--- config.mk ---
export PLATFORM = sky130hd
export DESIGN_NAME = battery_level_gauge_core
export DESIGN_NICKNAME = d
export VERILOG_FILES = /design/src/sv/blg_pkg.sv /design/src/sv/battery_level_gauge_core.sv /design/src/sv/blg_front.sv /design/src/sv/blg_queue.sv /design/src/sv/blg_back.sv
export SDC_FILE = /design/constraint.sdc
export NUM_CORES = 1
export LEC_CHECK = 0
export BUFFER_PORTS_ARGS = -buffer_cell sky130_fd_sc_hd__clkbuf_2
export CORE_ASPECT_RATIO = 0.6
export CORE_MARGIN = 5
export CORE_UTILIZATION = 50
export CTS_BUF_LIST = sky130_fd_sc_hd__clkbuf_16
export CTS_CLUSTER_SIZE = 14
export DETAILED_ROUTE_END_ITERATION = 6
export PLACE_DENSITY = 0.71
export SLEW_MARGIN = 25
export SYNTH_ARGS = -nofsm -noshare
export SYNTH_HDL_FRONTEND = slang
export SYNTH_SLANG_ARGS = --single-unit
--- constraint.sdc ---
create_clock -name clock -period 14.6 [get_ports clock]
set_clock_uncertainty 0.15 [all_clocks]
set_input_delay 2.92 -clock clock [delete_from_list [all_inputs] [get_ports clock]]
set_output_delay 2.92 -clock clock [all_outputs]
set_load 0.03 [all_outputs]
--- src/sv/blg_pkg.sv ---
// ----------------------------------------------------------------------------
// blg_pkg
// Types and fixed constants shared by the battery level gauge modules.
// ----------------------------------------------------------------------------
package blg_pkg;

   localparam int SUM_W  = 17;
   localparam int CNT_W  = 5;
   localparam int SMP_W  = 12;
   localparam int AVG_W  = 12;
   localparam int LVL_W  = 7;
   localparam int BAND_W = 4;

   // Scaled voltage p = avg * 155 (that is avg * 6200 / 40)
   localparam int P_W = 20;
   localparam logic [P_W-1:0] P_SCALE     = 20'd155;
   localparam logic [P_W-1:0] P_FULL      = 20'd430080;  // 4200 mV
   localparam logic [P_W-1:0] P_EMPTY     = 20'd337920;  // 3300 mV
   localparam logic [P_W-1:0] P_KNEE      = 20'd373760;  // 3650 mV
   localparam logic [P_W-1:0] P_HIGH_BASE = 20'd363520;  // 3550 mV
   localparam logic [P_W-1:0] P_LOW_BASE  = 20'd327680;  // 3200 mV

   // Upper segment: (p - P_HIGH_BASE) / 832 = ((.) >> 6) / 13
   // Lower segment: (p - P_LOW_BASE) / 2304 = ((.) >> 8) / 9
   localparam int Y_W = 11;
   localparam int RH_W = 23;
   localparam logic [RH_W-1:0] RECIP_13 = 23'd2521;   // ceil(2^15 / 13)
   localparam int RECIP_13_SHIFT = 15;
   localparam int RL_W = 20;
   localparam logic [RL_W-1:0] RECIP_9 = 20'd456;     // ceil(2^12 / 9)
   localparam int RECIP_9_SHIFT = 12;

   localparam logic [LVL_W-1:0] LVL_FULL       = 7'd100;
   localparam logic [LVL_W-1:0] LVL_EMPTY      = 7'd0;
   localparam logic [LVL_W-1:0] LVL_HIGH_START = 7'd20;

   localparam logic [BAND_W-1:0] HOLD_BAND_RESET = 4'd4;

   // Group average: sum * ceil(2^22 / SAMPLES) >> 22 is exact for sums below 2^17
   localparam int AVG_SHIFT = 22;
   localparam int RECIP_W   = 23;
   localparam int PROD_W    = SUM_W + RECIP_W;

   typedef enum logic [1:0] {
      SEG_EMPTY,
      SEG_LOW,
      SEG_HIGH,
      SEG_FULL
   } seg_type;

endpackage

--- src/sv/battery_level_gauge_core.sv ---
// ----------------------------------------------------------------------------
// battery_level_gauge_core
// Battery ADC samples in, whole-percent charge level out.
//
// The req_ channel carries one 12-bit ADC sample per item. Every SAMPLES
// items form a group; at the last item of a group the rsp_ channel later
// delivers one item, the level in percent (0..100) after the hold band.
// The csr_ port writes hold_band; write it only while the block is idle.
//
// Throughput: one sample per cycle while req_stall is low. A group result
// reaches the result register through the queue, average, scale,
// classify, divide and hold band stages.
// A two-entry queue of group sums sits between accumulator and pipeline.
//
// A stall on rsp_ freezes the pipeline and holds the result; the queue
// then fills, and req_stall rises only for a group's last sample while
// the queue is full. Reset clears the running sum, count, queue, pipeline,
// previous level (zero) and sets hold_band to 4.
// ----------------------------------------------------------------------------
module battery_level_gauge_core
   import blg_pkg::*;
#(
   parameter int SAMPLES = 20
) (
   input  logic              clock,
   input  logic              reset,
   input  logic              req_valid,
   output logic              req_stall,
   input  logic [SMP_W-1:0]  req_sample,
   output logic              rsp_valid,
   input  logic              rsp_stall,
   output logic [LVL_W-1:0]  rsp_level_percent,
   input  logic              csr_write_enable,
   input  logic [BAND_W-1:0] csr_write_data
);

   logic             push_valid, push_stall;
   logic [SUM_W-1:0] push_sum;
   logic             pop_valid, pop_stall;
   logic [SUM_W-1:0] pop_sum;

   blg_front #(.SAMPLES(SAMPLES)) u_front (
      .clock      (clock),
      .reset      (reset),
      .req_valid  (req_valid),
      .req_stall  (req_stall),
      .req_sample (req_sample),
      .push_valid (push_valid),
      .push_stall (push_stall),
      .push_sum   (push_sum)
   );

   blg_queue u_queue (
      .clock      (clock),
      .reset      (reset),
      .push_valid (push_valid),
      .push_stall (push_stall),
      .push_sum   (push_sum),
      .pop_valid  (pop_valid),
      .pop_stall  (pop_stall),
      .pop_sum    (pop_sum)
   );

   blg_back #(.SAMPLES(SAMPLES)) u_back (
      .clock             (clock),
      .reset             (reset),
      .csr_write_enable  (csr_write_enable),
      .csr_write_data    (csr_write_data),
      .pop_valid         (pop_valid),
      .pop_stall         (pop_stall),
      .pop_sum           (pop_sum),
      .rsp_valid         (rsp_valid),
      .rsp_stall         (rsp_stall),
      .rsp_level_percent (rsp_level_percent)
   );

endmodule

--- src/sv/blg_front.sv ---
// ----------------------------------------------------------------------------
// blg_front
// Accumulates samples over one group and hands the group sum to the queue.
// ----------------------------------------------------------------------------
module blg_front
   import blg_pkg::*;
#(
   parameter int SAMPLES = 20
) (
   input  logic             clock,
   input  logic             reset,
   input  logic             req_valid,
   output logic             req_stall,
   input  logic [SMP_W-1:0] req_sample,
   output logic             push_valid,
   input  logic             push_stall,
   output logic [SUM_W-1:0] push_sum
);

   localparam logic [CNT_W-1:0] LAST_COUNT = CNT_W'(SAMPLES - 1);

   logic [SUM_W-1:0] sum_ff, sum_in;
   logic [CNT_W-1:0] count_ff, count_in;
   logic             last;
   logic             accept;
   logic [SUM_W-1:0] sum_next;

   assign last      = (count_ff == LAST_COUNT);
   assign req_stall = last && push_stall;
   assign accept    = req_valid && !req_stall;
   assign sum_next  = sum_ff + SUM_W'(req_sample);

   assign push_valid = accept && last;
   assign push_sum   = sum_next;

   always_comb begin
      sum_in   = sum_ff;
      count_in = count_ff;
      if (accept) begin
         if (last) begin
            sum_in   = '0;
            count_in = '0;
         end else begin
            sum_in   = sum_next;
            count_in = count_ff + CNT_W'(1);
         end
      end
   end

   always_ff @(posedge clock) begin
      if (reset) begin
         sum_ff   <= '0;
         count_ff <= '0;
      end else begin
         sum_ff   <= sum_in;
         count_ff <= count_in;
      end
   end

endmodule

--- src/sv/blg_queue.sv ---
// ----------------------------------------------------------------------------
// blg_queue
// Two-entry queue of group sums between the front and the back.
// ----------------------------------------------------------------------------
module blg_queue
   import blg_pkg::*;
(
   input  logic             clock,
   input  logic             reset,
   input  logic             push_valid,
   output logic             push_stall,
   input  logic [SUM_W-1:0] push_sum,
   output logic             pop_valid,
   input  logic             pop_stall,
   output logic [SUM_W-1:0] pop_sum
);

   logic [SUM_W-1:0] entry_ff [2];
   logic             wr_ptr_ff, wr_ptr_in;
   logic             rd_ptr_ff, rd_ptr_in;
   logic [1:0]       fill_ff, fill_in;
   logic             do_push;
   logic             do_pop;

   assign push_stall = (fill_ff == 2'd2);
   assign pop_valid  = (fill_ff != 2'd0);
   assign pop_sum    = entry_ff[rd_ptr_ff];
   assign do_push    = push_valid && !push_stall;
   assign do_pop     = pop_valid && !pop_stall;

   always_comb begin
      wr_ptr_in = wr_ptr_ff ^ do_push;
      rd_ptr_in = rd_ptr_ff ^ do_pop;
      fill_in   = fill_ff + 2'(do_push) - 2'(do_pop);
   end

   always_ff @(posedge clock) begin
      if (reset) begin
         wr_ptr_ff <= 1'b0;
         rd_ptr_ff <= 1'b0;
         fill_ff   <= 2'd0;
      end else begin
         wr_ptr_ff <= wr_ptr_in;
         rd_ptr_ff <= rd_ptr_in;
         fill_ff   <= fill_in;
      end
   end

   always_ff @(posedge clock) begin
      if (do_push) begin
         entry_ff[wr_ptr_ff] <= push_sum;
      end
   end

endmodule

--- src/sv/blg_back.sv ---
// ----------------------------------------------------------------------------
// blg_back
// Averages a group sum, maps it to a percent, applies the hold band and
// drives the result register.
// ----------------------------------------------------------------------------
module blg_back
   import blg_pkg::*;
#(
   parameter int SAMPLES = 20
) (
   input  logic              clock,
   input  logic              reset,
   input  logic              csr_write_enable,
   input  logic [BAND_W-1:0] csr_write_data,
   input  logic              pop_valid,
   output logic              pop_stall,
   input  logic [SUM_W-1:0]  pop_sum,
   output logic              rsp_valid,
   input  logic              rsp_stall,
   output logic [LVL_W-1:0]  rsp_level_percent
);

   localparam logic [RECIP_W-1:0] RECIP =
      RECIP_W'(((64'd1 << AVG_SHIFT) + 64'(SAMPLES) - 64'd1) / 64'(SAMPLES));

   logic advance;

   logic [BAND_W-1:0] hold_band_ff, hold_band_in;

   logic              v1_ff, v2_ff, v3_ff, v4_ff;
   logic [PROD_W-1:0] prod1_ff, prod1_in;
   logic [AVG_W-1:0]  avg2;
   logic [P_W-1:0]    p2_ff, p2_in;
   logic [P_W-1:0]    diff_hi, diff_lo;
   seg_type           seg3_ff, seg3_in;
   logic [Y_W-1:0]    y3_ff, y3_in;
   logic [RH_W-1:0]   prod_hi;
   logic [RL_W-1:0]   prod_lo;
   logic [LVL_W-1:0]  lvl4_ff, lvl4_in;
   logic [LVL_W-1:0]  prev_ff, prev_in;
   logic [LVL_W-1:0]  held;
   logic              out_valid_ff, out_valid_in;
   logic [LVL_W-1:0]  out_level_ff, out_level_in;

   assign advance   = !out_valid_ff || !rsp_stall;
   assign pop_stall = !advance;

   assign hold_band_in = csr_write_enable ? csr_write_data : hold_band_ff;

   // average and scaled voltage
   assign prod1_in = PROD_W'(pop_sum) * PROD_W'(RECIP);
   assign avg2     = prod1_ff[AVG_SHIFT +: AVG_W];
   assign p2_in    = P_W'(avg2) * P_SCALE;

   // classify
   assign diff_hi = p2_ff - P_HIGH_BASE;
   assign diff_lo = p2_ff - P_LOW_BASE;

   always_comb begin
      seg3_in = SEG_LOW;
      y3_in   = Y_W'(diff_lo[P_W-1:8]);
      if (p2_ff > P_FULL) begin
         seg3_in = SEG_FULL;
      end else if (p2_ff < P_EMPTY) begin
         seg3_in = SEG_EMPTY;
      end else if (p2_ff > P_KNEE) begin
         seg3_in = SEG_HIGH;
         y3_in   = diff_hi[16:6];
      end
   end

   // divide the segment offset by its constant
   assign prod_hi = RH_W'(y3_ff) * RECIP_13;
   assign prod_lo = RL_W'(y3_ff[7:0]) * RECIP_9;

   always_comb begin
      case (seg3_ff)
         SEG_FULL: lvl4_in = LVL_FULL;
         SEG_HIGH: lvl4_in = prod_hi[RECIP_13_SHIFT +: LVL_W] + LVL_HIGH_START;
         SEG_LOW:  lvl4_in = prod_lo[RECIP_9_SHIFT +: LVL_W];
         default:  lvl4_in = LVL_EMPTY;
      endcase
   end

   // hold back small rises
   always_comb begin
      held = lvl4_ff;
      if ((lvl4_ff > prev_ff) && ((lvl4_ff - prev_ff) < LVL_W'(hold_band_ff)) &&
          (prev_ff != LVL_EMPTY)) begin
         held = prev_ff;
      end
   end

   always_comb begin
      out_valid_in = out_valid_ff;
      out_level_in = out_level_ff;
      prev_in      = prev_ff;
      if (advance) begin
         out_valid_in = v4_ff;
         if (v4_ff) begin
            out_level_in = held;
            prev_in      = held;
         end
      end
   end

   always_ff @(posedge clock) begin
      if (reset) begin
         hold_band_ff <= HOLD_BAND_RESET;
         v1_ff        <= 1'b0;
         v2_ff        <= 1'b0;
         v3_ff        <= 1'b0;
         v4_ff        <= 1'b0;
         out_valid_ff <= 1'b0;
         prev_ff      <= LVL_EMPTY;
      end else begin
         hold_band_ff <= hold_band_in;
         out_valid_ff <= out_valid_in;
         prev_ff      <= prev_in;
         if (advance) begin
            v1_ff <= pop_valid;
            v2_ff <= v1_ff;
            v3_ff <= v2_ff;
            v4_ff <= v3_ff;
         end
      end
   end

   always_ff @(posedge clock) begin
      out_level_ff <= out_level_in;
      if (advance) begin
         prod1_ff <= prod1_in;
         p2_ff    <= p2_in;
         seg3_ff  <= seg3_in;
         y3_ff    <= y3_in;
         lvl4_ff  <= lvl4_in;
      end
   end

   assign rsp_valid         = out_valid_ff;
   assign rsp_level_percent = out_level_ff;

endmodule

Word level (Yosys, flattened, before mapping)
Memories as Yosys holds them, arrays and structs flattened. A register that Yosys moved wholly into a read port is not among the register bits. Cells that the tools add are included.

Register bits after elaboration: 121. Memory bits (writable): 34. Bits of input ports: 21. Logic and storage cells: 70. Memories kept: 1.

$add $sub $neg: 8. Multiply operators: 4. $lt $le $gt $ge: 5. Eq/ne operators: 5. Multiplexer cells: 12. Bitwise operators: 2. Reduce and logical (&&, ||, !) cells: 15.

Memories: u_queue.entry_ff (depth 2, bits a word 17, rd ports 1, clocked after Yosys merged registers in 1, write ports 1, RTL line blg_queue.sv:18) `logic [SUM_W-1:0] entry_ff [2];`.

Operator list (count): greater-than comparator 20 x 19 -> 1 bit (second input constant) (2); 2-to-1 mux 11 bit (3); multiplier 17 x 16 -> 32 bit (second input constant) (1); multiplier 11 x 12 -> 22 bit (second input constant) (1); case mux 7 bit (3 select lines) (1); < comparator 20 x 19 -> 1 bit (second input constant) (1); multiplier 12 x 8 -> 20 bit (second input constant) (1); subtractor 19 bit (second input constant) (1); adder 17 x 12 -> 17 bit (1); 2-to-1 mux 17 bit (1); subtractor 17 bit (second input constant) (1); multiplier 8 x 6 -> 14 bit (second input constant) (1); adder 7 x 5 -> 7 bit (second input constant) (1); greater-than comparator 7 bit (1); logical AND 1 bit (7); < comparator 7 x 4 -> 1 bit (1); 2-to-1 mux 7 bit (1); nonzero test 7 bit (1); subtractor 7 bit (1); == test 2 bit (second input constant) (3); adder 5 x 1 -> 5 bit (second input constant) (1); == test 5 bit (second input constant) (1); 2-to-1 mux 5 bit (1); logical NOT 1 bit (4); other kinds (9) (13).

Longest topological paths before layout
Depth in word-level cells: 8. Gate-level depth with buffers: 25. Gate-level depth less buffers: 24.

Cells and area by module
Synthesis repeated with hierarchy kept, for this count alone.

Cell total of the unflattened synthesis: 1441. Area, all modules: 15363.5 µm².

Modules (own cells, without submodules): blg_back (instances 1, cells each 1189, area each 12393.1 µm², seq. area each 2092.0 µm²); blg_front (instances 1, cells each 176, area each 1495.2 µm², seq. area each 440.4 µm²); blg_queue (instances 1, cells each 76, area each 1475.2 µm², seq. area each 1101.1 µm²).

Least setup slack after synthesis
OpenSTA, ideal clock, no wires.

Path kind: register to register. From: reg, netlist name u_queue.rd_ptr_ff. To: reg u_back.prod1_ff[31], data pin. Data arrival time: 5939 ps. Required time: 14192 ps. Path slack: 8254 ps. Stages on the path, launching flop included: 23. Path through: dfxtp_1 buf_4 buf_1 mux2_2 ha_1 inv_1 fa_1 inv_1 fa_1 inv_1 fa_1 fa_1 inv_1 fa_1 ha_1 a21o_1 a211o_1 a21oi_2 o21ai_4 a31oi_1 o21bai_1 a21oi_1 xnor2_1.

RTL lines: end signal, assigned (RTL line blg_back.sv:132) `prod1_ff <= prod1_in;`; end, declared (RTL line blg_back.sv:31) `logic [PROD_W-1:0] prod1_ff, prod1_in;`.

==> impl_metrics.ini <==
[setup_path]
cp-end-kind = flip-flop
cp_slowest_cell = dfxtp_1
rrSetupSlack_ns = 7.85
worst_path_largest_cell_delay_ns = 0.90
path_cells = mux2_2 > ha_1 > fa_1 > inv_1 > fa_1 > fa_1 > inv_1 > fa_1 > inv_1 > fa_1 > inv_1 > ha_1 > a21oi_1 > o21bai_1 > a21o_1 > a21oi_1 > nand2_1 > a31oi_1 > o21bai_1 > a21oi_1 > xnor2_1
r2r-start = u_queue.rd_ptr_ff$_SDFF_PP0_
r2r_end = u_back.prod1_ff[31]$_DFFE_PN_
critical_path_class = reg2reg
startpoint_type = flip-flop
cp_top_family = adder cells
r2r_cells = 21
crit_fanout = 20
crit_path_frequent_cell = fa_1
arrival_ns = 6.78
required_ns = 14.63
worst-path-buf-inv = 4

[detailed_routing]
wire_per_inst_um = 16.89
highest_layer = met4
drc = 0
via_count = 9911
routed_wl_um = 31900
met3_length_um = 2517
drt-met1-wl_um = 16650
dr.first_iter.drc_count = 642
vias_per_cell = 5.247
ant_nets = 0
dr.pass1.iters = 4
route.met2.wl_um = 12470

[yosys]
synth_top_family_by_area = adder cells
yosys.area_share.adder_pct = 45.60
synthXorXnorAreaFrac_pct = 4.091
syn_area_mm2 = 0.01520
yosys.area.top_type = ha_1
synth.net_count = 1913
ys_types = 64
avgSynthCellArea_um2 = 10.60
ys_ff_latch = 135
synth_mux_area_share_pct = 2.963
synth_top_cell_area_share_pct = 24.53
synth_seq_area_share_pct = 23.91
synth-main-ff-cell = edfxtp_1
yosysWarnings = 0
synth_edf_count = 93
synth_area_leaders = ha_1 (25%), fa_1 (21%), edfxtp_1 (18%)
synth_compound_area_share_pct = 8.890
syn_inst = 1434
async_flop_share_pct = 0
synth-simple-area-share_pct = 6.174

[sta]
fin_crit_ns = 6.748
worst_pin_slew_ns = 0.8837
max_freq_mhz = 148.2
slew_violations = 0
timing_hold_violations_final = 0
max-slew-margin-rel_pct = 41.01
rsz0062_at_grt = false
fin_crit_sh_pct = 46.22
setup_viol = 0
fin_tns_setup_ns = 0

[finish]
antenna_cells = 0
n_fill_cell = 2567
areaGrowthSynthToFinish_pct = 7.639
layout.area.seq_mm2 = 0.003633
layout-drive-gt1-share_pct = 6.617
nNetsFinal = 1947
multiInputGateArea_mm2 = 0.01030

[die]
start_util_pct = 50.70
rows = 49
die_h_um = 145.1
ios = 30
die_x_um = 235.1
core_area_mm2 = 0.02998
dieArea_mm2 = 0.03410

[grt]
grt_first_pass_wirelength_um = 53010
overflow = 0
grtUsageTotal_pct = 19.30
grt_max_degree = 57
grt_pass1_vias = 10200
antenna_found_initial = 0

[clock_network]
cts_resized = 0
cts-buffers-inserted = 17
postCtsSetupRepairBufs = 0
htree_levels = 4
cts_root_buf = clkbuf_16
tritoncts = built
holdBufCountCts = 0
clk_latency_ns = 0.44
clk_pin_slew_worst_paths_ns = 0.06
clock_sinks = 135
clk_path_buf_depth = 2

[job]
maxCapViolations = 0

[worst_hold_path]
hold_start = u_back.v3_ff$_SDFFE_PP0N_
min_to = u_back.v4_ff$_SDFFE_PP0N_
worstHoldPathCells = 2
hold_class = reg2reg

[placed_design]
dpl.hpwl_um = 26970
numPortBuffers = 29
gp_congestion = 0.9669

[outcome]
status = completed
[placed cells by master (no fill, tap or decap), types with 7 or more instances in the layout]
cell type  count
clkbuf_2      29
and3_1         8
nand3_1       23
a21oi_1       55
xnor2_1       42
edfxtp_1      93
a31oi_1        7
o21ai_1       20
inv_1        323
nand4_1       10
o21bai_1      10
o21ai_0       22
mux2i_1       18
mux2_2        19
fa_1         160
nand2b_1       7
xor2_1        29
a21o_1        15
dfxtp_1       42
a22oi_1       11
nor2_1        53
nand2_1       43
clkbuf_16     19
ha_1         298
nor3_1        10
nor2b_1        9
and2_1         7
o21a_1         9
[metrics by stage]
stage | util, % | hold slack, ns | setup WS [ns] | area, um2 | std cells
detailed placement | 52.72 | 0.3001 | 7.895 | 15810 | 1857
CTS | 54.57 | 0.3102 | 7.850 | 16360 | 1889
global route | 54.57 | 0.3476 | 7.438 | 16360 | 1889
floorplan | - | 0.2866 | 8.254 | 15200 | 1434
finish | 54.57 | 0.3074 | 7.852 | 16360 | 1889
global placement | 52.72 | 0.2935 | 7.910 | 15810 | 1857
[logic make-up (layout without fill, tap and decap cells)]
kind of cell / after synthesis / in the layout
xor gates and xnor gates: 71 / 71
DFF: 135 / 135
buffers and inverters: 337 / 384
muxes: 42 / 42
and+or+nand+nor: 190 / 190
adders and majority gates: 458 / 458
AOI/OAI and AO/OA: 201 / 201
[worst max path at each step]
stage / startpoint / end / slack [ns] / cells after the start
floorplan: u_queue.rd_ptr_ff$_SDFF_PP0_ / u_back.prod1_ff[31]$_DFFE_PN_ / 8.25 / 22
global placement: u_queue.rd_ptr_ff$_SDFF_PP0_ / u_back.prod1_ff[31]$_DFFE_PN_ / 7.91 / 20
detailed placement: u_queue.rd_ptr_ff$_SDFF_PP0_ / u_back.prod1_ff[31]$_DFFE_PN_ / 7.90 / 20
CTS: u_queue.rd_ptr_ff$_SDFF_PP0_ / u_back.prod1_ff[31]$_DFFE_PN_ / 7.85 / 21
global route: u_queue.rd_ptr_ff$_SDFF_PP0_ / u_back.prod1_ff[31]$_DFFE_PN_ / 7.44 / 22
finish: u_queue.rd_ptr_ff$_SDFF_PP0_ / u_back.prod1_ff[31]$_DFFE_PN_ / 7.85 / 21
[cell type report]
class	instances	area share, %
Clock inverter	13	0.4894
Sequential cell	135	22.21
Inverter	321	7.365
Clock buffer	19	2.906
Multi-Input combinational cell	962	62.93
Tap cell	408	3.120
Timing Repair Buffer	31	0.9789
[per-layer routing]
metal | up-vias | global-route usage [%]
li1 | 4866 | -
met5 | - | 0
met2 | 204 | 26.16
met1 | 4823 | 29.95
met3 | 18 | 6.753
met4 | 0 | 3.355
[registers in the layout, indices dropped and copies added, names as in the netlist, 5 cells and up]
signal	count
u_queue.entry_ff	34
u_back.p2_ff	20
u_front.sum_ff	17
u_back.prod1_ff	12
u_back.y3_ff	11
u_back.lvl4_ff	7
u_back.prev_ff	7
u_back.rsp_level_percent	7
u_front.count_ff	5
[synth_stat cells (11+ instances only)]
cell type	instances
a21o_1	15
a21oi_1	55
a22oi_1	11
clkbuf_1	11
dfxtp_1	42
edfxtp_1	93
fa_1	160
ha_1	298
inv_1	321
mux2_2	19
mux2i_1	18
nand2_1	44
nand3_1	23
nor2_1	53
o21ai_0	22
o21ai_1	20
xnor2_1	42
xor2_1	29
[worst register-to-register path: cells and delay by family, from the launching register on]
| kind | cells | cell delay (ns) |
|---|---|---|
| compound gates | 7 | 1.27 |
| xor+xnor | 1 | 0.08 |
| fa+ha+maj | 7 | 3.27 |
| buf+inv | 4 | 0.25 |
| flops | 1 | 0.90 |
| mux | 1 | 0.48 |
| simple gates | 1 | 0.08 |
Power is not shown: default switching activity piles up to over one toggle a cycle in this logic, so the estimate is an artifact.
